[config.mk]
export PLATFORM = sky130hd
export DESIGN_NAME = command_text_tokenizer_core
export DESIGN_NICKNAME = d
export VERILOG_FILES = /design/src/rtl/core/cttok_pkg.sv /design/src/rtl/core/command_text_tokenizer_core.sv /design/src/rtl/core/cttok_scan.sv /design/src/rtl/core/cttok_fifo.sv /design/src/rtl/core/cttok_out.sv
export SDC_FILE = /design/constraint.sdc
export NUM_CORES = 1
export LEC_CHECK = 0
export BUFFER_PORTS_ARGS = -buffer_cell sky130_fd_sc_hd__clkbuf_2
export CAP_MARGIN = 10
export CORE_ASPECT_RATIO = 1.5
export CORE_MARGIN = 2
export CORE_UTILIZATION = 45
export DETAILED_ROUTE_END_ITERATION = 10
export GPL_ROUTABILITY_DRIVEN = 0
export PLACE_DENSITY = 0.63
export SKIP_LAST_GASP = 1
export SLEW_MARGIN = 0
export SYNTH_ARGS = -nofsm -noshare
export SYNTH_HDL_FRONTEND = slang
export SYNTH_SLANG_ARGS = --single-unit
[constraint.sdc]
create_clock -name clk_i -period 22.4 [get_ports clk_i]
set_input_delay 4.48 -clock clk_i [delete_from_list [all_inputs] [get_ports clk_i]]
set_output_delay 4.48 -clock clk_i [all_outputs]
set_load 0.01 [all_outputs]
[src/rtl/core/cttok_pkg.sv]
// ----------------------------------------------------------------------------
// Command text tokenizer package
// Shared widths, token kinds, character codes and the queue entry layout.
// ----------------------------------------------------------------------------
package cttok_pkg;

  localparam int OFFSET_BITS = 20;
  localparam int LINE_BITS   = 16;
  localparam int FIFO_DEPTH  = 4;
  localparam int FIFO_AW     = $clog2(FIFO_DEPTH);

  localparam logic [OFFSET_BITS-1:0] OFF_MAX  = '1;
  localparam logic [LINE_BITS-1:0]   LINE_MAX = '1;

  typedef enum logic [3:0] {
    KIND_END     = 4'd0,
    KIND_CMD     = 4'd1,
    KIND_STR     = 4'd2,
    KIND_INT     = 4'd3,
    KIND_FLT     = 4'd4,
    KIND_OPEN    = 4'd5,
    KIND_CLOSE   = 4'd6,
    KIND_COMMA   = 4'd7,
    KIND_TRUE    = 4'd8,
    KIND_FALSE   = 4'd9,
    KIND_COMMENT = 4'd10
  } kind_e;

  localparam logic [7:0] CH_NUL    = 8'h00;
  localparam logic [7:0] CH_NL     = 8'h0A;
  localparam logic [7:0] CH_SPACE  = 8'h20;
  localparam logic [7:0] CH_BANG   = 8'h21;
  localparam logic [7:0] CH_QUOTE  = 8'h22;
  localparam logic [7:0] CH_OPEN   = 8'h28;
  localparam logic [7:0] CH_CLOSE  = 8'h29;
  localparam logic [7:0] CH_COMMA  = 8'h2C;
  localparam logic [7:0] CH_DOT    = 8'h2E;
  localparam logic [7:0] CH_BSLASH = 8'h5C;

  typedef struct packed {
    kind_e                  kind;
    logic [OFFSET_BITS-1:0] start;
    logic [OFFSET_BITS-1:0] len;
    logic [LINE_BITS-1:0]   row;
    logic [LINE_BITS-1:0]   col;
  } tok_t;

  // One byte yields at most two tokens; they travel together.
  typedef struct packed {
    logic two;
    tok_t first;
    tok_t second;
  } pair_t;

  function automatic logic is_space(input logic [7:0] c);
    return (c == CH_SPACE) || (c inside {[8'h09:8'h0D]});
  endfunction

  function automatic logic is_decimal(input logic [7:0] c);
    return c inside {["0":"9"]};
  endfunction

  function automatic logic is_sym(input logic [7:0] c);
    return (c inside {["0":"9"], ["a":"z"], ["A":"Z"]}) || (c == "_");
  endfunction

  // Keyword text, zero past the end of each word.
  function automatic logic [7:0] kw_char(input logic [1:0] idx, input logic [2:0] pos);
    logic [39:0] w;
    logic [7:0]  r;
    case (idx)
      2'd0:    w = {"true", 8'h00};
      2'd1:    w = {"True", 8'h00};
      2'd2:    w = "false";
      default: w = "False";
    endcase
    if (pos > 3'd4) begin
      r = 8'h00;
    end else begin
      r = w[(32 - 8 * int'(pos)) +: 8];
    end
    return r;
  endfunction

endpackage

[src/rtl/core/command_text_tokenizer_core.sv]
// A token is written into the queue at the edge that accepts the byte ending it,
// then loaded into the output stage register that drives the result ports.
// Throughput: one byte per cycle while the 4-entry queue has room; a full queue
// holds off the input. A byte may close one token and open another, so two tokens
// can share one slot; tokens leave at most one per cycle.
// Reset (rst_ni low, asynchronous) clears the scanner to row 1, column 1, offset 0.
// ----------------------------------------------------------------------------
// Command text tokenizer
// Streaming lexer: one text byte in, token kind and position records out.
// ----------------------------------------------------------------------------
module command_text_tokenizer_core (
  input  logic        clk_i,
  input  logic        rst_ni,
  input  logic        push,
  output logic        full,
  input  logic [7:0]  text_byte_i,
  output logic        empty,
  input  logic        pop,
  output logic [3:0]  token_kind_o,
  output logic [19:0] start_offset_o,
  output logic [19:0] token_length_o,
  output logic [15:0] start_row_o,
  output logic [15:0] start_col_o,
  output logic        last_of_run_o
);

  logic             accept;
  logic             pair_valid;
  cttok_pkg::pair_t pair;
  logic             fifo_full, fifo_empty, fifo_pop;
  cttok_pkg::pair_t fifo_data;
  cttok_pkg::tok_t  tok;

  assign full   = fifo_full;
  assign accept = push && !fifo_full;

  cttok_scan u_scan (
    .clk_i        (clk_i),
    .rst_ni       (rst_ni),
    .accept_i     (accept),
    .byte_i       (text_byte_i),
    .pair_valid_o (pair_valid),
    .pair_o       (pair)
  );

  cttok_fifo u_fifo (
    .clk_i   (clk_i),
    .rst_ni  (rst_ni),
    .push_i  (pair_valid),
    .data_i  (pair),
    .full_o  (fifo_full),
    .pop_i   (fifo_pop),
    .empty_o (fifo_empty),
    .data_o  (fifo_data)
  );

  cttok_out u_out (
    .clk_i        (clk_i),
    .rst_ni       (rst_ni),
    .fifo_empty_i (fifo_empty),
    .fifo_data_i  (fifo_data),
    .fifo_pop_o   (fifo_pop),
    .pop_i        (pop),
    .empty_o      (empty),
    .tok_o        (tok),
    .last_o       (last_of_run_o)
  );

  assign token_kind_o   = tok.kind;
  assign start_offset_o = tok.start;
  assign token_length_o = tok.len;
  assign start_row_o    = tok.row;
  assign start_col_o    = tok.col;

endmodule

[src/rtl/core/cttok_scan.sv]
// ----------------------------------------------------------------------------
// Tokenizer front end
// Classifies each byte against the scanner state and forms finished tokens.
// ----------------------------------------------------------------------------
module cttok_scan (
  input  logic             clk_i,
  input  logic             rst_ni,
  input  logic             accept_i,
  input  logic [7:0]       byte_i,
  output logic             pair_valid_o,
  output cttok_pkg::pair_t pair_o
);

  typedef enum logic [2:0] {
    MODE_IDLE,
    MODE_CMD,
    MODE_STR,
    MODE_INT,
    MODE_FRAC,
    MODE_WORD,
    MODE_COMMENT
  } mode_e;

  mode_e mode_q, mode_d;
  logic esc_q, esc_d;
  logic [3:0] cand_q, cand_d;
  logic [2:0] run_q, run_d;
  logic [cttok_pkg::OFFSET_BITS-1:0] tstart_q, tstart_d;
  logic [cttok_pkg::OFFSET_BITS-1:0] tcnt_q, tcnt_d;
  logic [cttok_pkg::OFFSET_BITS-1:0] off_q, off_d;
  logic [cttok_pkg::LINE_BITS-1:0] trow_q, trow_d, tcol_q, tcol_d;
  logic [cttok_pkg::LINE_BITS-1:0] line_q, line_d, col_q, col_d;
  logic fin_q, fin_d;

  logic [cttok_pkg::OFFSET_BITS-1:0] off_inc, tcnt_inc;
  logic [cttok_pkg::LINE_BITS-1:0] line_inc, col_inc;
  logic word_true, word_false;

  logic end_emit, st_emit, consume, dispatch, comment_chk, begin_tok;
  cttok_pkg::kind_e end_kind, st_kind;
  logic [cttok_pkg::OFFSET_BITS-1:0] end_len, st_len;
  cttok_pkg::tok_t end_tok, st_tok;

  function automatic logic [3:0] narrow(input logic [3:0] cand, input logic [2:0] run,
                                        input logic [7:0] c);
    logic [3:0] keep;
    for (int i = 0; i < 4; i++) begin
      keep[i] = cand[i] && (cttok_pkg::kw_char(2'(i), run) == c);
    end
    return keep;
  endfunction

  assign off_inc  = (off_q == cttok_pkg::OFF_MAX) ? off_q : off_q + 1'b1;
  assign tcnt_inc = (tcnt_q == cttok_pkg::OFF_MAX) ? tcnt_q : tcnt_q + 1'b1;
  assign line_inc = (line_q == cttok_pkg::LINE_MAX) ? line_q : line_q + 1'b1;
  assign col_inc  = (col_q == cttok_pkg::LINE_MAX) ? col_q : col_q + 1'b1;

  // A word is a keyword only when a candidate survives to exactly its length.
  assign word_true  = (cand_q[0] | cand_q[1]) && (run_q == 3'd4);
  assign word_false = (cand_q[2] | cand_q[3]) && (run_q == 3'd5);

  always_comb begin
    mode_d = mode_q;
    esc_d = esc_q;
    cand_d = cand_q;
    run_d = run_q;
    tstart_d = tstart_q;
    tcnt_d = tcnt_q;
    off_d = off_q;
    trow_d = trow_q;
    tcol_d = tcol_q;
    line_d = line_q;
    col_d = col_q;
    fin_d = fin_q;
    end_emit = 1'b0;
    end_kind = cttok_pkg::KIND_END;
    end_len = tcnt_q;
    st_emit = 1'b0;
    st_kind = cttok_pkg::KIND_END;
    st_len = '0;
    consume = 1'b0;
    dispatch = 1'b0;
    comment_chk = 1'b0;
    begin_tok = 1'b0;

    if (accept_i && !fin_q) begin
      case (mode_q)
        MODE_CMD: begin
          if (cttok_pkg::is_sym(byte_i)) begin
            consume = 1'b1;
          end else begin
            end_emit = 1'b1;
            end_kind = cttok_pkg::KIND_CMD;
            dispatch = 1'b1;
          end
        end
        MODE_STR: begin
          if (byte_i == cttok_pkg::CH_NUL) begin
            end_emit = 1'b1;
            end_kind = cttok_pkg::KIND_STR;
            dispatch = 1'b1;
          end else if (esc_q) begin
            esc_d = 1'b0;
            consume = 1'b1;
          end else if (byte_i == cttok_pkg::CH_BSLASH) begin
            esc_d = 1'b1;
            consume = 1'b1;
          end else begin
            consume = 1'b1;
            if (byte_i == cttok_pkg::CH_QUOTE) begin
              // The closing quote counts toward the length.
              end_emit = 1'b1;
              end_kind = cttok_pkg::KIND_STR;
              end_len = tcnt_inc;
              mode_d = MODE_IDLE;
            end
          end
        end
        MODE_INT: begin
          if (cttok_pkg::is_decimal(byte_i)) begin
            consume = 1'b1;
          end else if (byte_i == cttok_pkg::CH_DOT) begin
            mode_d = MODE_FRAC;
            consume = 1'b1;
          end else begin
            end_emit = 1'b1;
            end_kind = cttok_pkg::KIND_INT;
            dispatch = 1'b1;
          end
        end
        MODE_FRAC: begin
          if (cttok_pkg::is_decimal(byte_i)) begin
            consume = 1'b1;
          end else begin
            end_emit = 1'b1;
            end_kind = cttok_pkg::KIND_FLT;
            dispatch = 1'b1;
          end
        end
        MODE_WORD: begin
          if (cttok_pkg::is_sym(byte_i)) begin
            consume = 1'b1;
            cand_d = narrow(cand_q, run_q, byte_i);
            run_d = (run_q == 3'd7) ? run_q : run_q + 3'd1;
          end else if (word_true) begin
            end_emit = 1'b1;
            end_kind = cttok_pkg::KIND_TRUE;
            dispatch = 1'b1;
          end else if (word_false) begin
            end_emit = 1'b1;
            end_kind = cttok_pkg::KIND_FALSE;
            dispatch = 1'b1;
          end else begin
            comment_chk = 1'b1;
          end
        end
        MODE_COMMENT: begin
          comment_chk = 1'b1;
        end
        default: begin
          dispatch = 1'b1;
        end
      endcase

      if (comment_chk) begin
        if (byte_i != cttok_pkg::CH_NUL && !cttok_pkg::is_space(byte_i)) begin
          mode_d = MODE_COMMENT;
          consume = 1'b1;
        end else begin
          end_emit = 1'b1;
          end_kind = cttok_pkg::KIND_COMMENT;
          dispatch = 1'b1;
        end
      end

      // The byte that ended a token, or any byte between tokens, opens what follows.
      if (dispatch) begin
        mode_d = MODE_IDLE;
        if (byte_i == cttok_pkg::CH_NUL) begin
          st_emit = 1'b1;
          st_kind = cttok_pkg::KIND_END;
          fin_d = 1'b1;
        end else if (cttok_pkg::is_space(byte_i)) begin
          consume = 1'b1;
        end else begin
          begin_tok = 1'b1;
          consume = 1'b1;
          tstart_d = off_q;
          trow_d = line_q;
          tcol_d = col_q;
          esc_d = 1'b0;
          cand_d = 4'hF;
          run_d = 3'd0;
          if (byte_i == cttok_pkg::CH_BANG) begin
            mode_d = MODE_CMD;
          end else if (byte_i == cttok_pkg::CH_QUOTE) begin
            mode_d = MODE_STR;
          end else if (byte_i == cttok_pkg::CH_OPEN) begin
            st_emit = 1'b1;
            st_kind = cttok_pkg::KIND_OPEN;
            st_len = cttok_pkg::OFFSET_BITS'(1);
          end else if (byte_i == cttok_pkg::CH_CLOSE) begin
            st_emit = 1'b1;
            st_kind = cttok_pkg::KIND_CLOSE;
            st_len = cttok_pkg::OFFSET_BITS'(1);
          end else if (byte_i == cttok_pkg::CH_COMMA) begin
            st_emit = 1'b1;
            st_kind = cttok_pkg::KIND_COMMA;
            st_len = cttok_pkg::OFFSET_BITS'(1);
          end else if (cttok_pkg::is_decimal(byte_i)) begin
            mode_d = MODE_INT;
          end else if (byte_i == cttok_pkg::CH_DOT) begin
            mode_d = MODE_FRAC;
          end else if (cttok_pkg::is_sym(byte_i)) begin
            mode_d = MODE_WORD;
            cand_d = narrow(4'hF, 3'd0, byte_i);
            run_d = 3'd1;
          end else begin
            mode_d = MODE_COMMENT;
          end
        end
      end

      if (consume) begin
        off_d = off_inc;
        tcnt_d = begin_tok ? cttok_pkg::OFFSET_BITS'(1) : tcnt_inc;
        if (byte_i == cttok_pkg::CH_NL) begin
          line_d = line_inc;
          col_d = cttok_pkg::LINE_BITS'(1);
        end else begin
          col_d = col_inc;
        end
      end
    end
  end

  always_comb begin
    end_tok.kind  = end_kind;
    end_tok.start = tstart_q;
    end_tok.len   = end_len;
    end_tok.row   = trow_q;
    end_tok.col   = tcol_q;
    st_tok.kind   = st_kind;
    st_tok.start  = off_q;
    st_tok.len    = st_len;
    st_tok.row    = line_q;
    st_tok.col    = col_q;
    pair_o.two    = end_emit & st_emit;
    pair_o.first  = end_emit ? end_tok : st_tok;
    pair_o.second = st_tok;
  end

  assign pair_valid_o = end_emit | st_emit;

  always_ff @(posedge clk_i or negedge rst_ni) begin
    if (!rst_ni) begin
      mode_q <= MODE_IDLE;
      esc_q <= 1'b0;
      cand_q <= 4'hF;
      run_q <= 3'd0;
      tstart_q <= '0;
      tcnt_q <= '0;
      off_q <= '0;
      trow_q <= cttok_pkg::LINE_BITS'(1);
      tcol_q <= cttok_pkg::LINE_BITS'(1);
      line_q <= cttok_pkg::LINE_BITS'(1);
      col_q <= cttok_pkg::LINE_BITS'(1);
      fin_q <= 1'b0;
    end else begin
      mode_q <= mode_d;
      esc_q <= esc_d;
      cand_q <= cand_d;
      run_q <= run_d;
      tstart_q <= tstart_d;
      tcnt_q <= tcnt_d;
      off_q <= off_d;
      trow_q <= trow_d;
      tcol_q <= tcol_d;
      line_q <= line_d;
      col_q <= col_d;
      fin_q <= fin_d;
    end
  end

endmodule

[src/rtl/core/cttok_fifo.sv]
// ----------------------------------------------------------------------------
// Tokenizer token queue
// Short queue of token pairs between the front end and the output stage.
// ----------------------------------------------------------------------------
module cttok_fifo (
  input  logic             clk_i,
  input  logic             rst_ni,
  input  logic             push_i,
  input  cttok_pkg::pair_t data_i,
  output logic             full_o,
  input  logic             pop_i,
  output logic             empty_o,
  output cttok_pkg::pair_t data_o
);

  cttok_pkg::pair_t mem_q [cttok_pkg::FIFO_DEPTH];
  logic [cttok_pkg::FIFO_AW-1:0] wr_ptr_q, rd_ptr_q;
  logic [cttok_pkg::FIFO_AW:0]   cnt_q;
  logic do_push, do_pop;

  assign full_o  = (cnt_q == (cttok_pkg::FIFO_AW + 1)'(cttok_pkg::FIFO_DEPTH));
  assign empty_o = (cnt_q == '0);
  assign do_push = push_i && !full_o;
  assign do_pop  = pop_i && !empty_o;
  assign data_o  = mem_q[rd_ptr_q];

  always_ff @(posedge clk_i) begin
    if (do_push) begin
      mem_q[wr_ptr_q] <= data_i;
    end
  end

  always_ff @(posedge clk_i or negedge rst_ni) begin
    if (!rst_ni) begin
      wr_ptr_q <= '0;
      rd_ptr_q <= '0;
      cnt_q <= '0;
    end else begin
      if (do_push) begin
        wr_ptr_q <= wr_ptr_q + 1'b1;
      end
      if (do_pop) begin
        rd_ptr_q <= rd_ptr_q + 1'b1;
      end
      if (do_push && !do_pop) begin
        cnt_q <= cnt_q + 1'b1;
      end else if (do_pop && !do_push) begin
        cnt_q <= cnt_q - 1'b1;
      end
    end
  end

endmodule

[src/rtl/core/cttok_out.sv]
// ----------------------------------------------------------------------------
// Tokenizer output stage
// Holds one token pair and hands its tokens out one at a time.
// ----------------------------------------------------------------------------
module cttok_out (
  input  logic             clk_i,
  input  logic             rst_ni,
  input  logic             fifo_empty_i,
  input  cttok_pkg::pair_t fifo_data_i,
  output logic             fifo_pop_o,
  input  logic             pop_i,
  output logic             empty_o,
  output cttok_pkg::tok_t  tok_o,
  output logic             last_o
);

  logic             valid_q;
  logic             sel_q;
  cttok_pkg::pair_t pair_q;
  logic take, finishing, load;

  assign take      = valid_q && pop_i;
  assign finishing = take && (sel_q || !pair_q.two);
  assign load      = !fifo_empty_i && (!valid_q || finishing);

  assign fifo_pop_o = load;
  assign empty_o    = !valid_q;
  assign tok_o      = sel_q ? pair_q.second : pair_q.first;
  assign last_o     = sel_q || !pair_q.two;

  always_ff @(posedge clk_i) begin
    if (load) begin
      pair_q <= fifo_data_i;
    end
  end

  always_ff @(posedge clk_i or negedge rst_ni) begin
    if (!rst_ni) begin
      valid_q <= 1'b0;
      sel_q <= 1'b0;
    end else begin
      if (load) begin
        valid_q <= 1'b1;
        sel_q <= 1'b0;
      end else if (finishing) begin
        valid_q <= 1'b0;
        sel_q <= 1'b0;
      end else if (take) begin
        sel_q <= 1'b1;
      end
    end
  end

  a_second_needs_pair: assert property (@(posedge clk_i) disable iff (!rst_ni)
    valid_q && sel_q |-> pair_q.two)
    else $error("second token selected from a single-token entry");

  a_sel_clear_when_idle: assert property (@(posedge clk_i) disable iff (!rst_ni)
    !valid_q |-> !sel_q)
    else $error("token select left set while the output stage is empty");

  a_refill: assert property (@(posedge clk_i) disable iff (!rst_ni)
    !valid_q && !fifo_empty_i |=> valid_q)
    else $error("output stage did not load a waiting token pair");

endmodule
# After elaboration in Yosys (flattened, before gate mapping)
# Memory sizes are Yosys's and may differ from the RTL's. A register that Yosys moved wholly into a read port is not among the register bits.
# Index checks and enable logic that the tools add are counted.
[classes] eq_ne=33 muxes=233 reduce_logical=46 n_bitwise=8 addsub=10 order_cmp=9 shifts=4
[op_table] op="$mux 8" n=64
[op_table] op="$mux 40" n=12
[op_table] op="$mux 20" n=16
[op_table] op="$shiftx 40x32->8" n=4
[op_table] op="$mux 76" n=2
[op_table] op="$mux 4" n=31
[op_table] op="$mux 3" n=35
[op_table] op="$eq 8x8->1" n=8
[op_table] op="$mux 1" n=62
[op_table] op="$eq 8x6->1 const B" n=7
[op_table] op="$add 20x1->20 const B" n=2
[op_table] op="$eq 20x20->1 const B" n=2
[op_table] op="$add 16x1->16 const B" n=2
[op_table] op="$eq 16x16->1 const B" n=2
[op_table] op="$mux 16" n=2
[op_table] op="$eq 3x3->1 const B" n=7
[op_table] op="$logic_and 1x1->1" n=20
[op_table] op="$pmux 4 s5" n=1
[op_table] op="$eq 8x7->1 const B" n=2
[op_table] op="$ge 8x7->1 const B" n=2
[op_table] op="$le 8x7->1 const B" n=2
[op_table] op="$reduce_and 3->1" n=3
[op_table] op="$eq 8x4->1 const B" n=1
[op_table] op="$ge 8x4->1 const B" n=1
[op_table] op="30 further kinds" n=53
[totals] mem_bits_rw=612 n_memories=1 register_bits=145 out_inout_bits=79 wordCells=361
[mem_list] memory="u_fifo.mem_q" words=4 width=153 rd=1 rd_clocked_by_memory_dff=1 write_ports=1 line_no="cttok_fifo.sv:16" source="cttok_pkg::pair_t mem_q [cttok_pkg::FIFO_DEPTH];"

# Depth between registers and ports, before layout
# Gate-level depths: netlist of run 1.
[logic_depth] word_depth=28 depth_mapped=16 depth_no_buf=15

# Modules after synthesis
# From an unflattened synthesis of run 1, not the netlist that was laid out.
[hier_totals] hier_cells=2066 hier_area_um2=36640.1
[modules_own_cells] module="cttok_fifo" seq_area_each_um2=18552.8 area_per_inst_um2=22479.1 cells_each=835 instances=1
[modules_own_cells] module="cttok_scan" seq_area_each_um2=3413.3 area_per_inst_um2=8416.8 cells_each=982 instances=1
[modules_own_cells] module="cttok_out" seq_area_each_um2=4644.5 area_per_inst_um2=5730.5 cells_each=248 instances=1
[modules_own_cells] module="command_text_tokenizer_core" seq_area_each_um2=0.0 area_per_inst_um2=13.8 cells_each=1 instances=1

# Worst setup path before layout of run 1
# OpenSTA, ideal clock, no wires.
[synth_timing] path_type="input to register" from="input pop" to="register u_fifo.cnt_q[1] in the netlist's numbering" path_stages=7 setup_ns=0.125 path_slack_ns=9.776 n_path_buf=0 arrival_ns=12.499 required_time_ns=22.275 path_cell_list="nand2_1 -> a21oi_1 -> inv_1 -> ha_1 -> inv_1 -> fa_1 -> mux2_2"
[synth_between] elab_chain_len=8
[synth_lines] element="start, declared" line_no="command_text_tokenizer_core.sv:18" source="input logic pop,"
[synth_lines] element="$logic_and 1x1->1 (*)" line_no="cttok_out.sv:22" source="assign take = valid_q && pop_i;"
[synth_lines] element="$logic_and 1x1->1 (*)" line_no="cttok_out.sv:23" source="assign finishing = take && (sel_q || !pair_q.two);"
[synth_lines] element="$logic_or 1x1->1 (*)" line_no="cttok_out.sv:24" source="assign load = !fifo_empty_i && (!valid_q || finishing);"
[synth_lines] element="$logic_and 1x1->1 (*)" line_no="cttok_out.sv:24"
[synth_lines] element="named net fifo_pop" line_no="command_text_tokenizer_core.sv:30" source="logic fifo_full, fifo_empty, fifo_pop;"
[synth_lines] element="$logic_and 1x1->1 (*)" line_no="cttok_fifo.sv:24" source="assign do_pop = pop_i && !empty_o;"
[synth_lines] element="$logic_not 1->1" line_no="cttok_fifo.sv:45" source="if (do_push && !do_pop) begin"
[synth_lines] element="$logic_and 1x1->1" line_no="cttok_fifo.sv:45"
[synth_lines] element="$mux 3 / $reduce_bool 2->1 (equally long branches)"
[synth_lines] element="end signal, assigned" line_no="cttok_fifo.sv:46" source="cnt_q <= cnt_q + 1'b1;"
[synth_lines] element="end signal, assigned" line_no="cttok_fifo.sv:48" source="cnt_q <= cnt_q - 1'b1;"
[synth_lines] element="end, declared" line_no="cttok_fifo.sv:18" source="logic [cttok_pkg::FIFO_AW:0] cnt_q;"
# Mark *: on every way through the listed nets, which the timed path passes. The rest lies on a longest branch.
# A chain may end at the register's enable or synchronous reset.

# Final worst setup path of run 1
[layout_timing] from="input text_byte_i[2]" to="memory u_fifo.mem_q[3][67] in the netlist's numbering, enable pin"
[layout_between] elab_chain_len=15
[layout_lines] element="start, declared" line_no="command_text_tokenizer_core.sv:16" source="input logic [7:0] text_byte_i,"
[layout_lines] element="$ge 8x6->1, or another cell as far along" line_no="cttok_pkg.sv:60, cttok_pkg.sv:64"
[layout_lines] element="$logic_and 1x1->1, on equally long branches" line_no="cttok_pkg.sv:60, cttok_pkg.sv:64"
[layout_lines] element="$reduce_bool 3->1" line_no="cttok_pkg.sv:64" source="return (c inside {[\"0\":\"9\"], [\"a\":\"z\"], [\"A\":\"Z\"]}) || (c == \"_\");"
[layout_lines] element="$logic_or 1x1->1" line_no="cttok_pkg.sv:64"
[layout_lines] element="$mux 1, on equally long branches" line_no="cttok_scan.sv:141, cttok_scan.sv:89"
[layout_lines] element="$pmux 1 s6 / $pmux 1 s2 (equally long branches)" line_no="cttok_scan.sv:87" source="case (mode_q)"
[layout_lines] element="$mux 1, on equally long branches" line_no="cttok_scan.sv:166, cttok_scan.sv:86"
[layout_lines] element="$mux 1" line_no="cttok_scan.sv:165" source="if (comment_chk) begin"
[layout_lines] element="$mux 1" line_no="cttok_scan.sv:86" source="if (accept_i && !fin_q) begin"
[layout_lines] element="$mux 1" line_no="cttok_scan.sv:177" source="if (dispatch) begin"
[layout_lines] element="$mux 1" line_no="cttok_scan.sv:86"
[layout_lines] element="$or 1x1->1 (*)" line_no="cttok_scan.sv:253" source="assign pair_valid_o = end_emit | st_emit;"
[layout_lines] element="$logic_and 1x1->1 (*)" line_no="cttok_fifo.sv:23" source="assign do_push = push_i && !full_o;"
[layout_lines] element="named net u_fifo.do_push" line_no="cttok_fifo.sv:19" source="logic do_push, do_pop;"
[layout_lines] element="$mux 1 (*)" line_no="cttok_fifo.sv:28" source="if (do_push) begin"
[layout_lines] element="$mux 1 (implied by the code) (*)" line_no="cttok_fifo.sv:29" source="mem_q[wr_ptr_q] <= data_i;"
[layout_lines] element="end, declared" line_no="cttok_fifo.sv:16"
# Mark *: on every way through the listed nets, which the timed path passes. The rest lies on a longest branch. The select of a mux whose other input is x is not followed.

==> flow_summary.yaml, run 1 <==
status:
  outcome: "complete, no violations"
grt:
  grt_use_total_pct: 18.0
  use_met2_pct: 33.8
  grt_pass1_wl_um: 103000
  overflow: 0
  antenna_found_initial: 0
  grt_pass1_vias: 17600
  globalRouteMet1Util_pct: 21.2
  busiest_layer: "met2"
  grt_max_degree: 85
  met3_usage_pct: 2.62
detailed_routing:
  first_pass_iters: 6
  vias: 16400
  wl_per_cell_um: 22.7
  postRouteAntennaNets: 0
  wirelength_um: 65500
  drt_iter0_drc: 1126
  via_per_inst: 5.68
  drc: 0
clock_network:
  cts.htree.levels: 3
  cts_buffers: 74
  post_cts_buffers: 0
  clockRootBuffer: "clkbuf_16"
  clk_pin_slew_worst_paths_ns: 0.06
  clockBufferDepth: 3
  clock_sinks: 805
  holdBufCountCts: 0
  worstSkewPairLatency_ns: 0.61
  cts_tree: "yes"
  cts-resized-gates: 0
synthesis:
  synth.avg_cell_area_um2: 17.9
  syn_nets: 1850
  netlist_top_cells_area: "edfxtp_1, dfrtp_1, mux4_2, mux2_2, mux2_1"
  seq_area_frac_synth_pct: 71.9
  synth_cells: 1823
  ys_ff_latch: 805
  synth.most_common_cell: "edfxtp_1"
  syn-cell-area_um2: 32600
  netlist.area_leader.share_pct: 60.8
  synth-main-ff-cell: "edfxtp_1"
  synth_common_cells: "edfxtp_1, dfrtp_1, mux4_2"
  async_reset_ff_share_pct: 18.0
  synth.distinct_cells: 78
  yosys_warnings: 0
  yosysTopAreaCell: "edfxtp_1"
  synth_edf_count: 660
timing:
  tns_ns: 0
  fmax_ghz: 0.115
  drv_slew: 0
  hold_viol_final: 0
  rsz0062_at_grt: "false"
  fin_worst_skew_ns: 0.0136
  relSlewSlack_pct: 20.2
  hold_ws_ns: 0.479
  tightest_slew_ns: 1.19
  post-route-period-util_pct: 38.8
  setup_violations: 0
  period_needed_ns: 8.70
die:
  dieHeight_um: 334
  fp.dieW_um: 224
  start_util_pct: 45.5
  core_um2: 71600
  die-area_um2: 74700
  ios: 91
  rows: 120
place:
  post_dp_cell_area_um2: 34000
  port_buffers: 90
  hpwl_um: 38800
cells_and_area:
  diodes: 0
  post-route-cell-area_um2: 36500
  fillCellCount: 5753
  syn_to_final_growth_pct: 11.8
  seq_area_um2: 23500
  multi_input_area_um2: 8680
  fin_util_pct: 50.9
  drive_gt1_share_pct: 25.1
  fin_nets: 1945
power_and_ir_drop:
  p_per_area_nw_per_um2: 124
  p_leak_nw: 12.8
  finalPower_mw: 4.51
  ir_drop_mv: 0.0868
setup_path:
  worstPathMaxFanout: 62
  crit_required_ns: 22.64
  cp-start-kind: "primary input"
  end_kind: "flop"
  crit_arrival_ns: 8.93
  crit_type: "primary input to flop"
flow_run:
  cap_violations: 0
worst_hold_path:
  min_path_type: "flop to flop"
critical path, stage by stage:
cell and delay (ns):
clkbuf_2 0.24, or4_4 0.61, or2_1 0.24, o2111a_1 0.20, o211ai_1 0.44, nor2_1 0.15
a21oi_2 0.41, and2_4 0.53, buf_4 0.83, buf_4 0.68
metal layers:
layer  part of all wire, %  routed length [um]
met1                    39               25600
met2                    55               36000
met3                   4.0                2650
met4                   1.9                1280
met5                     0                   0
cells by family (layout without fill, tap and decap cells):
kind of cell	Yosys count	in the layout	synth area share (%)
adder cells (fa/ha/maj)	15	15	0.599
flip-flops	805	805	71.9
AO/OA/AOI/OAI	162	162	3.40
buffers and inverters	119	274	1.56
AND/OR/NAND/NOR	356	356	5.81
XOR/XNOR	67	67	1.80
multiplexers	299	299	14.9
cells in the final DEF, fill, tap and decap left out, types with 6 or more instances in the layout:
cell / n
edfxtp_1: 660
dfrtp_1: 134
mux4_2: 132
mux2_2: 111
clkbuf_2: 89
clkbuf_16: 77
nor2_1: 76
nand2_1: 69
mux2_1: 47
o21ai_0: 41
xnor2_1: 35
nand3_1: 33
nor2b_1: 32
xor2_1: 32
nand4_1: 27
inv_1: 25
a21oi_1: 24
buf_4: 22
and3_1: 21
nor3_1: 19
clkbuf_1: 18
nand2b_1: 15
ha_1: 14
clkinv_2: 11
o31ai_1: 10
clkbuf_8: 10
clkinv_1: 9
and4_1: 8
nor4_1: 8
dfstp_2: 8
or3_1: 7
o21ai_1: 7
and2_1: 7
mux2i_1: 6
a32oi_1: 6
bufinv_16: 6
sequential cells by signal (all words and copies together), names as in the netlist, 3 cells and up:
| register | flops |
|---|---|
| u_fifo.cnt_q | 3 |
| u_scan.tcnt_q | 20 |
| u_scan.cand_q | 4 |
| u_scan.tstart_q | 20 |
| u_scan.trow_q | 16 |
| u_scan.col_q | 16 |
| u_scan.run_q | 3 |
| u_out.pair_q | 132 |
| u_scan.mode_q | 3 |
| u_fifo.mem_q | 528 |
| u_scan.line_q | 16 |
| u_scan.off_q | 20 |
| u_scan.tcol_q | 16 |
area by class of cell:
class / count / area share, %
inverters: 25 / 0.257
well taps: 915 / 3.14
flip-flops and latches: 805 / 64.4
clock buffers: 105 / 5.85
multi-input cells: 899 / 23.8
clock inverters: 31 / 0.854
repair buffers: 113 / 1.74
path summary, 6_finish.rpt:
path / from / end / slack, ns / cells after the start
worst min register to register: u_scan.tstart_q[17] / u_scan.tstart_q[17] / 0.48 / 2
max in group asynchronous: rst_ni / u_scan.off_q[8] / 17.00 / 2
min in group asynchronous: rst_ni / u_scan.tcol_q[12] / 3.92 / 1
worst max register to register: u_scan.run_q[0] / u_fifo.mem_q[3][67] / 17.09 / 12
worst max-delay path: text_byte_i[2] / u_fifo.mem_q[3][67] / 13.70 / 10
worst min-delay path: u_scan.tstart_q[17] / u_scan.tstart_q[17] / 0.48 / 2
power by group:
group	internal, mW	switching, mW	leakage (nW)
clock	0.735	0.530	1.20
sequential	1.97	0.171	8.02
combinational	0.482	0.625	3.54
through the flow:
step | setup WS, ns | instances
after floorplan | 9.78 | 1823
after global placement | 13.12 | 2756
after detailed placement | 13.00 | 2756
after CTS | 13.64 | 2892
after global routing | 13.42 | 2893
final | 13.70 | 2893
(Power assumes the default switching activity.)
==> inputs of run 2 (changes only) <==
--- a/config.mk
+++ b/config.mk
@@ -12,7 +12,7 @@
 export CORE_UTILIZATION = 45
 export DETAILED_ROUTE_END_ITERATION = 10
 export GPL_ROUTABILITY_DRIVEN = 0
-export PLACE_DENSITY = 0.63
+export PLACE_DENSITY = 0.65
 export SKIP_LAST_GASP = 1
 export SLEW_MARGIN = 0
 export SYNTH_ARGS = -nofsm -noshare
==> constraint.sdc (replaced) <==
create_clock -name clk_i -period 7.1 [get_ports clk_i]
set_input_delay 1.42 -clock clk_i [delete_from_list [all_inputs] [get_ports clk_i]]
set_output_delay 1.42 -clock clk_i [all_outputs]
set_load 0.01 [all_outputs]
==> run 2 against run 1 <==
  * Clock skew is 0.0063 ns higher
  * Critical endpoint is now u_fifo.mem_q[1][19]
  * Worst setup slack worse by 11 ns
  * Sequential power grew to 3.1 times the previous value
  * Total power grew to 3.2 times the previous value
  * Via count hardly changed
  * Critical path type unchanged
  * Worst hold slack worse by 0.0080 ns
  * Die area stayed put
  * Global-route usage is 0.46 points lower
  * Non-clock buffer count is 1 higher
  * Routed wire length is 2.7% lower
==> flow_summary.yaml, run 2 (same netlist as run 1, synthesis figures left out) <==
die:
  core_um2: 71600
  start_util_pct: 45.5
  dieHeight_um: 334
  ios: 91
  rows: 120
  fp.dieW_um: 224
  die-area_um2: 74700
timing:
  rsz0062_at_grt: "false"
  tns_ns: 0
  fin_worst_skew_ns: 0.0199
  post-route-period-util_pct: 67.4
  relSlewSlack_pct: 30.8
  period_needed_ns: 4.79
  hold_ws_ns: 0.472
  tightest_slew_ns: 1.01
  setup_violations: 0
  hold_viol_final: 0
  fmax_ghz: 0.209
  drv_slew: 0
worst_hold_path:
  hp-start: "u_scan.cand_q[1]"
  min_path_type: "flop to flop"
detailed_routing:
  drt_iter0_drc: 1309
  wl_met3_um: 2410
  m1WireLength_um: 26200
  via_per_inst: 5.68
  postRouteAntennaNets: 0
  routed-wl-met2_um: 33700
  top_layer: "met4"
  vias: 16400
  wirelength_um: 63800
  wl_per_cell_um: 22.0
  first_pass_iters: 5
  drc: 0
cells_and_area:
  seq_area_um2: 23500
  largest_reg_flops: 528
  fin_nets: 1946
  top_regs: "u_fifo.mem_q: 528 flops, u_out.pair_q: 132 flops"
  fillCellCount: 5625
  drive_gt1_share_pct: 25.5
  top_register: "u_fifo.mem_q"
  multi_input_area_um2: 8680
  final_common_cell: "edfxtp_1"
  final_cell_mix: "edfxtp_1, dfrtp_1, mux4_2"
  diodes: 0
  syn_to_final_growth_pct: 12.7
clock_network:
  cts-resized-gates: 0
  holdBufCountCts: 0
  cts.htree.levels: 3
  clockBufferDepth: 3
  cts_tree: "yes"
  clk_pin_slew_worst_paths_ns: 0.06
  clockRootBuffer: "clkbuf_16"
  post_cts_buffers: 0
  worstSkewPairLatency_ns: 0.61
  cts_buffers: 74
  clock_sinks: 805
flow_run:
  cap_violations: 0
power_and_ir_drop:
  seqPwrFrac_pct: 46.2
  p_comb_share_pct: 24.3
  p_int_mw: 10.3
  p_sw_share_pct: 29.0
  power.switching_mw: 4.22
  p_leak_nw: 12.9
  p_per_area_nw_per_um2: 395
  clockPowerShare_pct: 29.5
  ir_drop_mv: 0.258
grt:
  grt_max_degree: 81
  grt_use_total_pct: 17.5
  grt_pass1_wl_um: 101000
  overflow: 0
  antenna_found_initial: 0
  grt_pass1_vias: 17500
setup_path:
  reg2reg_from: "u_scan.run_q[0]"
  crit_required_ns: 7.35
  end_kind: "flop"
  crit_arrival_ns: 5.04
  cp-start-kind: "primary input"
  critPathLaunch: "text_byte_i[2]"
  crit_type: "primary input to flop"
  worstPathMaxFanout: 54
status:
  outcome: "complete, no violations"
place:
  port_buffers: 90
  hpwl_um: 37900
[run 2: cell count changes in the layout (fill, tap and decap cells not counted), sizes merged]
cell      change
clkbuf       -11
clkinvlp      +1
inv           +3
bufinv        +9
buf           +1
[run 2: area by class of cell]
type	instances	share of cell area, %
Multi-Input combinational cell	899	23.6
Sequential cell	805	63.9
Clock inverter	44	1.76
Tap cell	915	3.12
Timing Repair Buffer	114	1.92
Clock buffer	94	5.44
Inverter	25	0.255
[run 2: critical path, cell delays in order]
cell and delay (ns):
clkbuf_2 0.24, or4_4 0.62, or3_1 0.44, a211o_1 0.34, nand3_2 0.15, o21ai_1 0.10, a21oi_2 0.37, and2_4 0.77
buf_4 0.51
[run 2: worst paths after layout]
path,to,slack [ns],cells past startpoint
hold / removal,u_scan.cand_q[1],0.47,2
min in group asynchronous,u_scan.tcnt_q[12],0.88,1
setup / recovery,u_fifo.mem_q[1][19],2.31,9
max in group asynchronous,u_scan.trow_q[4],4.69,2
hold reg to reg,u_scan.cand_q[1],0.47,2
setup reg to reg,u_fifo.mem_q[1][19],2.67,11
[run 2: per-stage QoR]
step	power [mW]	worst slack (ns)	util, %	area (um2)	std cells
after floorplan	9.22	0.179	-	32600	1823
after global placement	10.3	1.78	47.6	34100	2757
after detailed placement	10.4	1.64	47.6	34100	2757
after CTS	14.7	2.29	51.3	36700	2895
after global routing	15.2	2.07	51.3	36700	2896
final	14.5	2.31	51.3	36700	2896
[run 2: power by group through the flow]
stage | combinational (mW) | sequential (mW) | clock [mW]
floorplan | 2.64 | 6.57 | 0
global placement | 3.56 | 6.77 | 0
detailed placement | 3.62 | 6.82 | 0
CTS | 3.64 | 6.72 | 4.37
global route | 3.86 | 6.81 | 4.54
finish | 3.53 | 6.71 | 4.28
[run 2: layer usage]
layer,vias to the layer above,track usage (%)
li1,7384,-
met1,8588,22.0
met2,358,31.5
met3,107,2.30
met4,0,5.45
met5,-,0
==> inputs of run 3 (changes only) <==
==> constraint.sdc (replaced) <==
create_clock -name clk_i -period 4.2 [get_ports clk_i]
set_input_delay 0.84 -clock clk_i [delete_from_list [all_inputs] [get_ports clk_i]]
set_output_delay 0.84 -clock clk_i [all_outputs]
set_load 0.01 [all_outputs]
==> run 3 against run 2 <==
  * Sequential share of layout area is essentially flat
  * Largest power group unchanged
  * Clock power up 48%
  * Sequential cell count is the same
  * Clock skew is 0.0039 ns lower
  * Via count increased by 0.67%
  * Largest cell class unchanged
  * Cell count increased by 0.69%
  * Register-to-register slack got worse by 2.2 ns
  * Sequential power increased by 71%
==> flow_summary.yaml, run 3 (same netlist as run 1, synthesis figures left out) <==
status:
  outcome: "complete, no violations"
setup_path:
  cpPeakStageDelay_ns: 0.86
  crit_arrival_ns: 4.26
  cp-start-kind: "flop"
  r2r_end: "u_scan.cand_q[0]"
  worst_path_max_delay_cell: "a2111oi_0"
  end_kind: "flop"
  reg2reg_from: "u_scan.run_q[0]"
  r2r_slack_ns: 0.44
  crit_required_ns: 4.70
  crit_type: "flop to flop"
  ff2ff_path_depth: 10
  worstPathMaxFanout: 12
  worstPathCellList: "inv_1 > ha_1 > inv_1 > ha_1 > o21ba_2 > nor3_1 > o21ai_0 > a2111oi_0 > nand3_1 > a32oi_1"
die:
  core_um2: 71600
  rows: 120
  die-area_um2: 74700
  start_util_pct: 45.5
  fp.dieW_um: 224
  dieHeight_um: 334
  ios: 91
clock_network:
  cts-resized-gates: 0
  post_cts_buffers: 0
  worstSkewPairLatency_ns: 0.60
  holdBufCountCts: 0
  cts_buffers: 71
  cts.htree.levels: 3
  clk_pin_slew_worst_paths_ns: 0.07
  clock_sinks: 805
  cts_tree: "yes"
  clockBufferDepth: 3
  clockRootBuffer: "clkbuf_16"
cells_and_area:
  final_common_cell: "edfxtp_1"
  post-route-cell-area_um2: 36700
  top_register: "u_fifo.mem_q"
  fillCellCount: 5683
  drive_gt1_share_pct: 26.1
  diodes: 0
  final_cells: 2916
  multi_input_area_um2: 8680
  fin_util_pct: 51.3
  largest_reg_flops: 528
  syn_to_final_growth_pct: 12.6
  top_regs: "u_fifo.mem_q: 528 flops, u_out.pair_q: 132 flops"
  fin_nets: 1970
  final_cell_mix: "edfxtp_1, dfrtp_1, mux4_2"
  seq_area_um2: 23500
detailed_routing:
  drt_iter0_drc: 1061
  wl_per_cell_um: 22.0
  wirelength_um: 64200
  via_per_inst: 5.67
  drc: 0
  first_pass_iters: 5
  postRouteAntennaNets: 0
  vias: 16500
power_and_ir_drop:
  p_leak_nw: 12.9
  ir_drop_mv: 0.487
  p_per_area_nw_per_um2: 650
  finalPower_mw: 23.9
place:
  hpwl_um: 38600
  port_buffers: 90
  place_ws_ns: 0.358
  dp.cells: 2785
  post_dp_cell_area_um2: 34500
timing:
  drv_slew: 0
  relSlewSlack_pct: 35.2
  tightest_slew_ns: 0.972
  worst_slack_ns: 0.444
  fmax_ghz: 0.266
  rsz0062_at_grt: "false"
  setup_violations: 0
  hold_viol_final: 0
  post-route-period-util_pct: 89.4
  fin_worst_skew_ns: 0.0160
  period_needed_ns: 3.76
flow_run:
  cap_violations: 0
grt:
  grt_use_total_pct: 17.4
  overflow: 0
  antenna_found_initial: 0
  grt_pass1_wl_um: 100000
  grt_pass1_vias: 17500
  grt_max_degree: 135
worst_hold_path:
  min_path_type: "primary input to async pin"
-- run 3: how the worst max path moves through the flow --
| stage | startpoint | to | cells past startpoint |
|---|---|---|---|
| floorplan | text_byte_i[2] | u_fifo.mem_q[0][0] | 9 |
| global placement | text_byte_i[4] | u_fifo.cnt_q[2] | 13 |
| detailed placement | text_byte_i[4] | u_fifo.cnt_q[2] | 13 |
| CTS | u_scan.run_q[0] | u_scan.cand_q[0] | 10 |
| global route | u_scan.run_q[0] | u_scan.cand_q[0] | 10 |
| finish | u_scan.run_q[0] | u_scan.cand_q[0] | 10 |
-- run 3: cell type report --
class                           count  area share [%]
Clock buffer                       99            5.46
Clock inverter                     32           0.695
Inverter                           25           0.256
Multi-Input combinational cell    899            23.6
Sequential cell                   805            63.9
Tap cell                          915            3.12
Timing Repair Buffer              141            2.93
-- run 3: through the flow --
| step | hold slack, ns | setup TNS [ns] |
|---|---|---|
| final | 0.183 | 0 |
| after global routing | 0.201 | 0 |
| after floorplan | 0.449 | -357.52 |
| after detailed placement | 0.471 | 0 |
| after global placement | 0.466 | 0 |
| after CTS | 0.169 | 0 |
-- run 3: report_power, final --
part / switching, mW / total, mW / internal [mW] / leakage, nW
Combinational: 3.24 / 6.02 / 2.79 / 3.73
Sequential: 1.01 / 11.5 / 10.5 / 8.02
Clock: 2.78 / 6.33 / 3.55 / 1.11
-- run 3: metal layers --
layer  vias up  wire length (um)  global-route usage [%]
met2       396             33700                    31.4
met3       124              2550                    2.65
met1      8597             26100                    21.3
met5         -                 0                       0
li1       7430                 -                       -
met4         0              1870                    6.24
-- run 3: critical path: cells and delay by family, from the launching register on --
family	cells	cell delay, ns
AOI/OAI and AO/OA	4	1.59
adders and majority gates	2	0.63
buffers and inverters	2	0.20
DFF	1	0.51
and+or+nand+nor	2	0.73
